[src/rtl/waveform_min_max_rms_summary_macros.svh]
// Assertion macros for the waveform min/max/RMS summary block.
// Used by the top level only; no other dependencies.
`ifndef WAVEFORM_MIN_MAX_RMS_SUMMARY_MACROS_SVH
`define WAVEFORM_MIN_MAX_RMS_SUMMARY_MACROS_SVH

// ante implies cons in the same cycle
`define WMMRS_ASSERT_IMP(label, clk, rst_n, ante, cons, msg) \
	label: assert property (@(posedge clk) disable iff (!rst_n) (ante) |-> (cons)) \
		else $error(msg);

// cond holds at every edge out of reset
`define WMMRS_ASSERT_ALWAYS(label, clk, rst_n, cond, msg) \
	label: assert property (@(posedge clk) disable iff (!rst_n) (cond)) \
		else $error(msg);

`endif

[src/rtl/wmmrs_pkg.sv]
// Package for the waveform min/max/RMS summary block: widths, register
// indexes, segment record and queue status types, back end states.
`timescale 1ns / 1ps
`default_nettype none

package wmmrs_pkg;

	localparam int SAMPLE_WIDTH = 16;
	localparam int MAX_WIDTH    = 15;
	localparam int RMS_WIDTH    = 16;
	localparam int SUM_WIDTH    = 50;
	localparam int COUNT_WIDTH  = 20;
	localparam int MEAN_WIDTH   = 31;
	localparam int FRAMES_WIDTH = 16;
	localparam int CHAN_WIDTH   = 4;
	localparam int CFG_WIDTH    = 16;
	localparam int CFG_IDX_W    = 1;

	localparam int DEF_MAX_CHANNELS = 8;
	localparam int DEF_QUEUE_DEPTH  = 4;

	localparam logic [FRAMES_WIDTH-1:0] FRAMES_RESET = 16'd441;
	localparam logic [CHAN_WIDTH-1:0]   CHANS_RESET  = 4'd2;

	localparam logic [CFG_IDX_W-1:0] REG_SAMPLES_PER_SEGMENT = 1'd0;
	localparam logic [CFG_IDX_W-1:0] REG_CHANNEL_COUNT       = 1'd1;

	typedef struct packed {
		logic signed [SAMPLE_WIDTH-1:0] seg_min;
		logic [MAX_WIDTH-1:0]           seg_max;
		logic [SUM_WIDTH-1:0]           sum;
		logic [COUNT_WIDTH-1:0]         count;
		logic                           eod;
	} seg_rec_t;

	typedef struct packed {
		logic full;
		logic valid;
	} q_stat_t;

	typedef enum logic [1:0] {
		B_IDLE,
		B_DIV,
		B_SQRT,
		B_DONE
	} b_state_t;

endpackage

`default_nettype wire

[src/rtl/wmmrs_front.sv]
// Front end: configuration registers, per-segment min/max/sum of squares
// accumulation and segment close detection. Depends on wmmrs_pkg.
`timescale 1ns / 1ps
`default_nettype none

module wmmrs_front import wmmrs_pkg::*; #(
	parameter int MAX_CHANNELS = DEF_MAX_CHANNELS
) (
	input  wire logic                           clk,
	input  wire logic                           arst_n,
	input  wire logic                           cfg_we,
	input  wire logic [CFG_IDX_W-1:0]           cfg_index,
	input  wire logic [CFG_WIDTH-1:0]           cfg_data,
	input  wire logic                           in_valid,
	output      logic                           in_stall,
	input  wire logic signed [SAMPLE_WIDTH-1:0] sample,
	input  wire logic                           end_of_data,
	input  wire q_stat_t                        q_stat,
	output      logic                           push,
	output      seg_rec_t                       rec
);

	logic [FRAMES_WIDTH-1:0]        frames_q;
	logic [CHAN_WIDTH-1:0]          chans_q;
	logic signed [SAMPLE_WIDTH-1:0] min_q;
	logic [MAX_WIDTH-1:0]           max_q;
	logic [SUM_WIDTH-1:0]           sum_q;
	logic [COUNT_WIDTH-1:0]         cnt_q;

	logic [FRAMES_WIDTH-1:0]        frames_eff;
	logic [CHAN_WIDTH-1:0]          chans_eff;
	logic [COUNT_WIDTH-1:0]         target;
	logic signed [31:0]             sq;
	logic signed [SAMPLE_WIDTH-1:0] min_next;
	logic [MAX_WIDTH-1:0]           max_next;
	logic [SUM_WIDTH-1:0]           sum_next;
	logic [COUNT_WIDTH-1:0]         cnt_next;
	logic                           take;
	logic                           close;

	assign in_stall = q_stat.full;
	assign take     = in_valid && !q_stat.full;

	always_comb begin
		frames_eff = (frames_q == '0) ? FRAMES_WIDTH'(1) : frames_q;
		if (chans_q == '0) begin
			chans_eff = CHAN_WIDTH'(1);
		end else if (32'(chans_q) > MAX_CHANNELS) begin
			chans_eff = CHAN_WIDTH'(MAX_CHANNELS);
		end else begin
			chans_eff = chans_q;
		end
	end

	assign target   = {{(COUNT_WIDTH-FRAMES_WIDTH){1'b0}}, frames_eff}
	                * {{(COUNT_WIDTH-CHAN_WIDTH){1'b0}}, chans_eff};
	assign sq       = sample * sample;
	assign min_next = (sample < min_q) ? sample : min_q;
	assign max_next = (sample > $signed({1'b0, max_q})) ? sample[MAX_WIDTH-1:0] : max_q;
	assign sum_next = sum_q + {{(SUM_WIDTH-MEAN_WIDTH){1'b0}}, sq[MEAN_WIDTH-1:0]};
	assign cnt_next = cnt_q + COUNT_WIDTH'(1);
	assign close    = end_of_data || (cnt_next >= target) || (cnt_next == '0);
	assign push     = take && close;

	always_comb begin
		rec.seg_min = min_next;
		rec.seg_max = max_next;
		rec.sum     = sum_next;
		rec.count   = cnt_next;
		rec.eod     = end_of_data;
	end

	always_ff @(posedge clk or negedge arst_n) begin
		if (!arst_n) begin
			frames_q <= FRAMES_RESET;
			chans_q  <= CHANS_RESET;
			min_q    <= '0;
			max_q    <= '0;
			sum_q    <= '0;
			cnt_q    <= '0;
		end else begin
			if (cfg_we) begin
				unique case (cfg_index)
					REG_SAMPLES_PER_SEGMENT: frames_q <= cfg_data[FRAMES_WIDTH-1:0];
					REG_CHANNEL_COUNT:       chans_q  <= cfg_data[CHAN_WIDTH-1:0];
					default:                 frames_q <= frames_q;
				endcase
			end
			if (take) begin
				if (close) begin
					min_q <= '0;
					max_q <= '0;
					sum_q <= '0;
					cnt_q <= '0;
				end else begin
					min_q <= min_next;
					max_q <= max_next;
					sum_q <= sum_next;
					cnt_q <= cnt_next;
				end
			end
		end
	end

endmodule

`default_nettype wire

[src/rtl/wmmrs_queue.sv]
// Segment record queue between front and back end; small register file
// with wrap-around pointers. Depends on wmmrs_pkg.
`timescale 1ns / 1ps
`default_nettype none

module wmmrs_queue import wmmrs_pkg::*; #(
	parameter int QUEUE_DEPTH = DEF_QUEUE_DEPTH
) (
	input  wire logic     clk,
	input  wire logic     arst_n,
	input  wire logic     push,
	input  wire seg_rec_t wr_rec,
	input  wire logic     pop,
	output      seg_rec_t rd_rec,
	output      q_stat_t  q_stat
);

	localparam int PTR_W = (QUEUE_DEPTH > 1) ? $clog2(QUEUE_DEPTH) : 1;
	localparam int CNT_W = $clog2(QUEUE_DEPTH + 1);
	localparam logic [PTR_W-1:0] LAST_PTR = PTR_W'(QUEUE_DEPTH - 1);

	seg_rec_t         slots_q [QUEUE_DEPTH];
	logic [PTR_W-1:0] wr_ptr_q;
	logic [PTR_W-1:0] rd_ptr_q;
	logic [CNT_W-1:0] fill_q;

	assign rd_rec       = slots_q[rd_ptr_q];
	assign q_stat.full  = (fill_q == CNT_W'(QUEUE_DEPTH));
	assign q_stat.valid = (fill_q != '0);

	always_ff @(posedge clk) begin
		if (push) begin
			slots_q[wr_ptr_q] <= wr_rec;
		end
	end

	always_ff @(posedge clk or negedge arst_n) begin
		if (!arst_n) begin
			wr_ptr_q <= '0;
			rd_ptr_q <= '0;
			fill_q   <= '0;
		end else begin
			if (push) begin
				wr_ptr_q <= (wr_ptr_q == LAST_PTR) ? '0 : wr_ptr_q + PTR_W'(1);
			end
			if (pop) begin
				rd_ptr_q <= (rd_ptr_q == LAST_PTR) ? '0 : rd_ptr_q + PTR_W'(1);
			end
			case ({push, pop})
				2'b10:   fill_q <= fill_q + CNT_W'(1);
				2'b01:   fill_q <= fill_q - CNT_W'(1);
				default: fill_q <= fill_q;
			endcase
		end
	end

endmodule

`default_nettype wire

[src/rtl/wmmrs_back.sv]
// Back end: bit-serial divide of the sum of squares by the count, digit
// serial square root, then the result output register. Depends on wmmrs_pkg.
`timescale 1ns / 1ps
`default_nettype none

module wmmrs_back import wmmrs_pkg::*; (
	input  wire logic                           clk,
	input  wire logic                           arst_n,
	input  wire q_stat_t                        q_stat,
	input  wire seg_rec_t                       rd_rec,
	output      logic                           pop,
	output      logic                           out_valid,
	input  wire logic                           out_stall,
	output      logic signed [SAMPLE_WIDTH-1:0] segment_min,
	output      logic [MAX_WIDTH-1:0]           segment_max,
	output      logic [RMS_WIDTH-1:0]           segment_rms,
	output      logic                           last_segment
);

	localparam int DIV_STEPS  = SUM_WIDTH;
	localparam int SQRT_STEPS = (MEAN_WIDTH + 1) / 2;
	localparam int STEP_W     = $clog2(DIV_STEPS);
	localparam logic [STEP_W-1:0] DIV_LAST  = STEP_W'(DIV_STEPS - 1);
	localparam logic [STEP_W-1:0] SQRT_LAST = STEP_W'(SQRT_STEPS - 1);
	localparam logic [MEAN_WIDTH-1:0] BIT_TOP = MEAN_WIDTH'(1) << (MEAN_WIDTH - 1);

	b_state_t state_q;
	b_state_t state_next;
	logic     out_load;
	logic     out_valid_q;

	logic [STEP_W-1:0]              step_q;
	logic [COUNT_WIDTH:0]           rem_q;
	logic [SUM_WIDTH-1:0]           quo_q;
	logic [COUNT_WIDTH-1:0]         cnt_q;
	logic [MEAN_WIDTH-1:0]          x_q;
	logic [MEAN_WIDTH:0]            root_q;
	logic [MEAN_WIDTH-1:0]          bit_q;
	logic signed [SAMPLE_WIDTH-1:0] min_q;
	logic [MAX_WIDTH-1:0]           max_q;
	logic                           eod_q;

	logic [COUNT_WIDTH:0]   div_try;
	logic                   div_ge;
	logic [COUNT_WIDTH:0]   rem_next;
	logic [SUM_WIDTH-1:0]   quo_next;
	logic [MEAN_WIDTH:0]    trial;
	logic                   sq_ge;
	logic [MEAN_WIDTH:0]    root_next;

	assign div_try  = {rem_q[COUNT_WIDTH-1:0], quo_q[SUM_WIDTH-1]};
	assign div_ge   = div_try >= {1'b0, cnt_q};
	assign rem_next = div_ge ? div_try - {1'b0, cnt_q} : div_try;
	assign quo_next = {quo_q[SUM_WIDTH-2:0], div_ge};

	assign trial     = root_q + {1'b0, bit_q};
	assign sq_ge     = {1'b0, x_q} >= trial;
	assign root_next = sq_ge ? (root_q >> 1) + {1'b0, bit_q} : root_q >> 1;

	always_comb begin
		state_next = state_q;
		unique case (state_q)
			B_IDLE: if (q_stat.valid) state_next = B_DIV;
			B_DIV:  if (step_q == DIV_LAST) state_next = B_SQRT;
			B_SQRT: if (step_q == SQRT_LAST) state_next = B_DONE;
			B_DONE: if (!out_valid_q || !out_stall) state_next = B_IDLE;
			default: state_next = B_IDLE;
		endcase
	end

	always_comb begin
		pop      = 1'b0;
		out_load = 1'b0;
		unique case (state_q)
			B_IDLE:  pop      = q_stat.valid;
			B_DONE:  out_load = !out_valid_q || !out_stall;
			default: begin
				pop      = 1'b0;
				out_load = 1'b0;
			end
		endcase
	end

	assign out_valid = out_valid_q;

	always_ff @(posedge clk or negedge arst_n) begin
		if (!arst_n) begin
			state_q     <= B_IDLE;
			step_q      <= '0;
			out_valid_q <= 1'b0;
		end else begin
			state_q <= state_next;
			if (state_q != state_next) begin
				step_q <= '0;
			end else begin
				step_q <= step_q + STEP_W'(1);
			end
			if (out_load) begin
				out_valid_q <= 1'b1;
			end else if (!out_stall) begin
				out_valid_q <= 1'b0;
			end
		end
	end

	always_ff @(posedge clk) begin
		unique case (state_q)
			B_IDLE: begin
				rem_q <= '0;
				quo_q <= rd_rec.sum;
				cnt_q <= rd_rec.count;
				min_q <= rd_rec.seg_min;
				max_q <= rd_rec.seg_max;
				eod_q <= rd_rec.eod;
			end
			B_DIV: begin
				rem_q  <= rem_next;
				quo_q  <= quo_next;
				x_q    <= quo_next[MEAN_WIDTH-1:0];
				root_q <= '0;
				bit_q  <= BIT_TOP;
			end
			B_SQRT: begin
				if (sq_ge) begin
					x_q <= x_q - trial[MEAN_WIDTH-1:0];
				end
				root_q <= root_next;
				bit_q  <= bit_q >> 2;
			end
			default: begin
				rem_q <= rem_q;
			end
		endcase
		if (out_load) begin
			segment_min  <= min_q;
			segment_max  <= max_q;
			segment_rms  <= root_q[RMS_WIDTH-1:0];
			last_segment <= eod_q;
		end
	end

endmodule

`default_nettype wire

[src/rtl/waveform_min_max_rms_summary.sv]
// Waveform overview summary: one sample in per cycle when not stalled, one
// min/max/RMS result out per closed segment. Input samples of all channels
// of a segment arrive on in_valid/in_stall, results leave on out_valid/out_stall.
// Configuration (samples_per_segment, channel_count) goes through the plain
// write port cfg_we/cfg_index/cfg_data while the block is idle; it takes
// effect on the next sample.
// Throughput: a sample is taken every cycle while the segment queue has room.
// A closed segment occupies the back end while it loads the record, runs the
// restoring divide, one bit a cycle, and the square root, two bits a cycle,
// and loads the output register; it pops the next record only when idle, so
// segments that close faster than this fill the queue and then in_stall
// rises until the back end drains a record. A stalled result holds in the
// output register; the back end keeps working on the next record and waits
// only for that register.
// Reset clears the running sums, the queue and out_valid, and sets the
// registers to 441 frames and 2 channels.
`timescale 1ns / 1ps
`default_nettype none
`include "waveform_min_max_rms_summary_macros.svh"

module waveform_min_max_rms_summary import wmmrs_pkg::*; #(
	parameter int MAX_CHANNELS = DEF_MAX_CHANNELS,
	parameter int QUEUE_DEPTH  = DEF_QUEUE_DEPTH
) (
	input  wire logic                           clk,
	input  wire logic                           arst_n,
	input  wire logic                           cfg_we,
	input  wire logic [CFG_IDX_W-1:0]           cfg_index,
	input  wire logic [CFG_WIDTH-1:0]           cfg_data,
	input  wire logic                           in_valid,
	output      logic                           in_stall,
	input  wire logic signed [SAMPLE_WIDTH-1:0] sample,
	input  wire logic                           end_of_data,
	output      logic                           out_valid,
	input  wire logic                           out_stall,
	output      logic signed [SAMPLE_WIDTH-1:0] segment_min,
	output      logic [MAX_WIDTH-1:0]           segment_max,
	output      logic [RMS_WIDTH-1:0]           segment_rms,
	output      logic                           last_segment
);

	q_stat_t  q_stat;
	logic     push;
	logic     pop;
	seg_rec_t wr_rec;
	seg_rec_t rd_rec;

	wmmrs_front #(
		.MAX_CHANNELS(MAX_CHANNELS)
	) u_front (
		.clk         (clk),
		.arst_n      (arst_n),
		.cfg_we      (cfg_we),
		.cfg_index   (cfg_index),
		.cfg_data    (cfg_data),
		.in_valid    (in_valid),
		.in_stall    (in_stall),
		.sample      (sample),
		.end_of_data (end_of_data),
		.q_stat      (q_stat),
		.push        (push),
		.rec         (wr_rec)
	);

	wmmrs_queue #(
		.QUEUE_DEPTH(QUEUE_DEPTH)
	) u_queue (
		.clk    (clk),
		.arst_n (arst_n),
		.push   (push),
		.wr_rec (wr_rec),
		.pop    (pop),
		.rd_rec (rd_rec),
		.q_stat (q_stat)
	);

	wmmrs_back u_back (
		.clk          (clk),
		.arst_n       (arst_n),
		.q_stat       (q_stat),
		.rd_rec       (rd_rec),
		.pop          (pop),
		.out_valid    (out_valid),
		.out_stall    (out_stall),
		.segment_min  (segment_min),
		.segment_max  (segment_max),
		.segment_rms  (segment_rms),
		.last_segment (last_segment)
	);

	`WMMRS_ASSERT_IMP(a_push_not_full, clk, arst_n, push, !q_stat.full, "transfer into full queue")
	`WMMRS_ASSERT_IMP(a_pop_not_empty, clk, arst_n, pop, q_stat.valid, "pop from empty queue")
	`WMMRS_ASSERT_IMP(a_rec_count, clk, arst_n, push, wr_rec.count != '0, "empty segment closed")
	`WMMRS_ASSERT_IMP(a_rms_range, clk, arst_n, out_valid, segment_rms <= 16'd32768, "rms out of range")

endmodule

`default_nettype wire

[config.mk]
export PLATFORM = sky130hd
export DESIGN_NAME = waveform_min_max_rms_summary
export DESIGN_NICKNAME = d
export VERILOG_FILES = /design/src/rtl/wmmrs_pkg.sv /design/src/rtl/wmmrs_front.sv /design/src/rtl/wmmrs_queue.sv /design/src/rtl/wmmrs_back.sv /design/src/rtl/waveform_min_max_rms_summary.sv
export VERILOG_INCLUDE_DIRS = /design/src /design/src/rtl
export SDC_FILE = /design/constraint.sdc
export NUM_CORES = 2
export LEC_CHECK = 0
export ABC_AREA = 1
export BUFFER_PORTS_ARGS = -buffer_cell sky130_fd_sc_hd__buf_2
export CAP_MARGIN = 30
export CORE_MARGIN = 2
export CORE_UTILIZATION = 33
export CTS_CLUSTER_DIAMETER = 120
export CTS_CLUSTER_SIZE = 40
export DETAILED_ROUTE_END_ITERATION = 8
export GPL_ROUTABILITY_DRIVEN = 1
export PLACE_DENSITY = 0.58
export RECOVER_POWER = 100
export SETUP_SLACK_MARGIN = 0.5
export SLEW_MARGIN = 20
export SYNTH_ARGS = -nofsm -noshare
export SYNTH_HDL_FRONTEND = slang
export SYNTH_SLANG_ARGS = --single-unit
export TNS_END_PERCENT = 50
[constraint.sdc]
create_clock -name clk -period 12.5 [get_ports clk]
set_input_delay 2.5 -clock clk [delete_from_list [all_inputs] [get_ports clk]]
set_output_delay 2.5 -clock clk [all_outputs]
set_load 0.01 [all_outputs]
==> results.py <==
metrics = {
    "status": {
        "status": "complete, but fails checks",
        "violations": "max-capacitance violations, max-slew violations",
    },
    "cts": {
        "ctsResizeCount": 0,
        "post_cts_buffers": 0,
        "clock_sinks": 794,
        "clk_pin_slew_ns": 0.13,
        "clock_path_buffers": 3,
        "numCtsBuffers": 27,
        "clock_latency_ns": 0.70,
        "cts_root_buf": "clkbuf_16",
        "holdBufCountCts": 0,
        "cts_tree": "built",
        "cts_htree_levels": 1,
    },
    "route": {
        "remaining_drc_errors": 0,
        "ant_nets": 0,
        "vias": 37600,
        "avgRoutedWirePerCell_um": 17.0,
        "drt_iter0_markers": 2834,
        "routed_wl_mm": 131,
        "first_pass_iters": 6,
        "viasPerCell": 4.87,
    },
    "worst_hold_path": {
        "min_path_type": "flop to flop",
        "hold_path.startpoint": "u_back.min_q[0]$_DFFE_PN_",
    },
    "timing": {
        "finalCriticalPeriod_ns": 10.66,
        "drv_slew": 1131,
        "rsz0062_at_grt": "no",
        "relSlewSlack_pct": -222,
        "worst_pin_slew_ns": 4.82,
        "fin_crit_sh_pct": 85.3,
        "finalClockSkew_ns": 0.0843,
        "setup_viol": 0,
        "fmax_ghz": 0.0938,
        "hold_viol_final": 0,
        "setup_tns_ns": 0,
    },
    "layout": {
        "area_growth_pct": 5.89,
        "drive_gt1_share_pct": 3.25,
        "fin_nets": 6232,
        "antenna-diode-count": 0,
    },
    "global_routing": {
        "grt_pass1_wl_mm": 210,
        "grt_max_degree": 100,
        "grt_pass1_vias": 37700,
        "grt_overflow": 0,
        "track_usage_pct": 16.1,
        "antenna_found_initial": 0,
    },
    "floorplan": {
        "core-area_um2": 157000,
        "dieArea_um2": 161000,
        "die_x_um": 401,
        "initial_utilization_pct": 33.3,
        "std_cell_rows": 145,
        "die_h_um": 401,
        "boundaryPins": 89,
    },
    "critical_path": {
        "worst_r2r_startpoint": "u_front.chans_q[3]$_DFFE_PN0P_",
        "start_kind": "flop",
        "critPathKind": "flop to flop",
        "critPathArrivalTime_ns": 10.89,
        "crit_required_ns": 12.73,
        "cp_max_fo": 41,
        "cp-startpoint": "u_front.chans_q[3]$_DFFE_PN0P_",
        "critPathCaptureType": "flop",
    },
    "yosys": {
        "syn_area_um2": 52100,
        "ys_top_cells_by_count": "1,090 x nand2_1, 844 x inv_1, 657 x edfxtp_1",
        "synthCells": 5672,
        "synthFlopType": "edfxtp_1",
        "ys_seq_elements": 794,
        "seq_area_frac_synth_pct": 44.5,
        "ys_warn_count": 0,
        "synth_top_area_share_pct": 37.9,
        "synthArstFlopShare_pct": 17.3,
        "syn_area_per_cell_um2": 9.18,
        "synth_edf_count": 657,
        "synth_area_leader_cell": "edfxtp_1",
        "synth_nets": 6264,
        "synth_top_cells_by_area": "edfxtp_1 38%, fa_1 9.9%, nand2_1 7.9%, ha_1 7.1%, dfrtp_1 6.2%",
        "ys_types": 51,
        "yosysMostFrequentCell": "nand2_1",
    },
    "flow_run": {
        "maxCapViolations": 25,
    },
    "place": {
        "hpwl_mm": 95.8,
        "port-buffer-count": 88,
        "gp_congestion": 0.915,
    },
}
routing by layer:
metal	GRT usage [%]	vias up	wire length, um
met5	0	-	0
met2	27.1	682	61500
li1	-	18500	-
met1	22.8	18200	63100
met3	1.10	113	4260
met4	3.01	0	2420
final timing paths:
check,to,slack (ns),cells past startpoint
min,u_back.segment_min[0]$_DFFE_PP_,0.44,0
max,u_queue.slots_q[1][77]$_DFFE_PP_,1.84,27
max reg2reg,u_queue.slots_q[1][77]$_DFFE_PP_,1.84,27
min reg2reg,u_back.segment_min[0]$_DFFE_PP_,0.44,0
max in group asynchronous,u_front.sum_q[29]$_DFFE_PN0P_,3.76,2
min in group asynchronous,u_front.max_q[4]$_DFFE_PN0P_,3.56,1
stage by stage:
stage	worst slack [ns]	util, %	hold WS, ns	area, um^2	instances
after global routing	0.872	35.2	0.443	55200	7719
after detailed placement	1.56	34.9	0.405	54700	7667
after floorplan	2.85	-	0.400	52100	5672
final	1.84	35.2	0.437	55200	7719
after global placement	1.53	34.9	0.408	54600	7665
after CTS	2.28	35.5	0.436	55600	7717
state kept, by name (all words and copies together), names as in the netlist, 4 cells and up:
signal / cells
u_front.frames_q: 16
u_back.bit_q: 16
u_front.max_q: 15
u_back.quo_q: 50
u_back.root_q: 32
u_front.sum_q: 50
u_back.segment_rms: 16
u_back.min_q: 16
u_back.max_q: 15
u_front.min_q: 16
u_front.chans_q: 4
u_back.cnt_q: 20
u_back.x_q: 31
u_queue.slots_q: 408
u_front.cnt_q: 20
u_back.rem_q: 20
u_back.step_q: 6
u_back.segment_min: 16
u_back.segment_max: 15
layout make-up:
class	instances	area, um^2
Inverter	858	3230
Clock inverter	10	193
Clock buffer	40	756
Timing Repair Buffer	125	566
Multi-Input combinational cell	3834	24700
Sequential cell	794	23200
Tap cell	2058	2570
Fill cell	15900	101000
kinds of logic (layout without fill, tap and decap cells):
logic type	Yosys count	in the layout	synth area share [%]
xor gates and xnor gates	204	204	3.44
and+or+nand+nor	2188	2188	18.0
adders and majority gates	553	553	17.0
AOI/OAI and AO/OA	889	889	9.26
DFF	794	794	44.5
buffers and inverters	1044	1033	7.79
critical path, cell delays in order (launching register included):
cell and delay (ns):
dfrtp_1 0.81, nor2_1 0.25, inv_1 0.43, nor2_1 0.12, fa_1 0.52, inv_1 0.06
fa_1 0.53, inv_1 0.04, ha_1 0.36, a21oi_1 0.20, o21ai_0 0.10, a21oi_1 0.26
o21ai_0 0.19, a21boi_0 0.29, o21ai_0 0.14, xnor2_1 0.17, ha_1 0.30, nand2_1 0.06
nor2_1 0.15, nand2_1 0.07, inv_1 0.07, nand3_1 0.10, nand4_1 0.12, nor2_1 0.05
o21ai_0 0.28, nand2_1 0.35, nor2_1 2.07, clkbuf_1 2.04
cells in the final DEF (no fill, tap or decap), drive strengths merged, types with 8 or more instances in the layout:
master / n
dfrtp: 130
xor2: 119
buf: 47
a31oi: 58
nor3: 60
nand3: 306
fa: 258
ha: 295
o21ai: 441
edfxtp: 657
nand4: 47
a21oi: 245
o211ai: 9
inv: 859
a21o: 16
or2: 9
nor4: 18
o21bai: 25
nand2: 1093
xnor2: 85
o22ai: 64
clkinv: 8
clkbuf: 118
nor2: 647
Power is not shown: default switching activity piles up to over one toggle a cycle in this logic, so the estimate is an artifact.
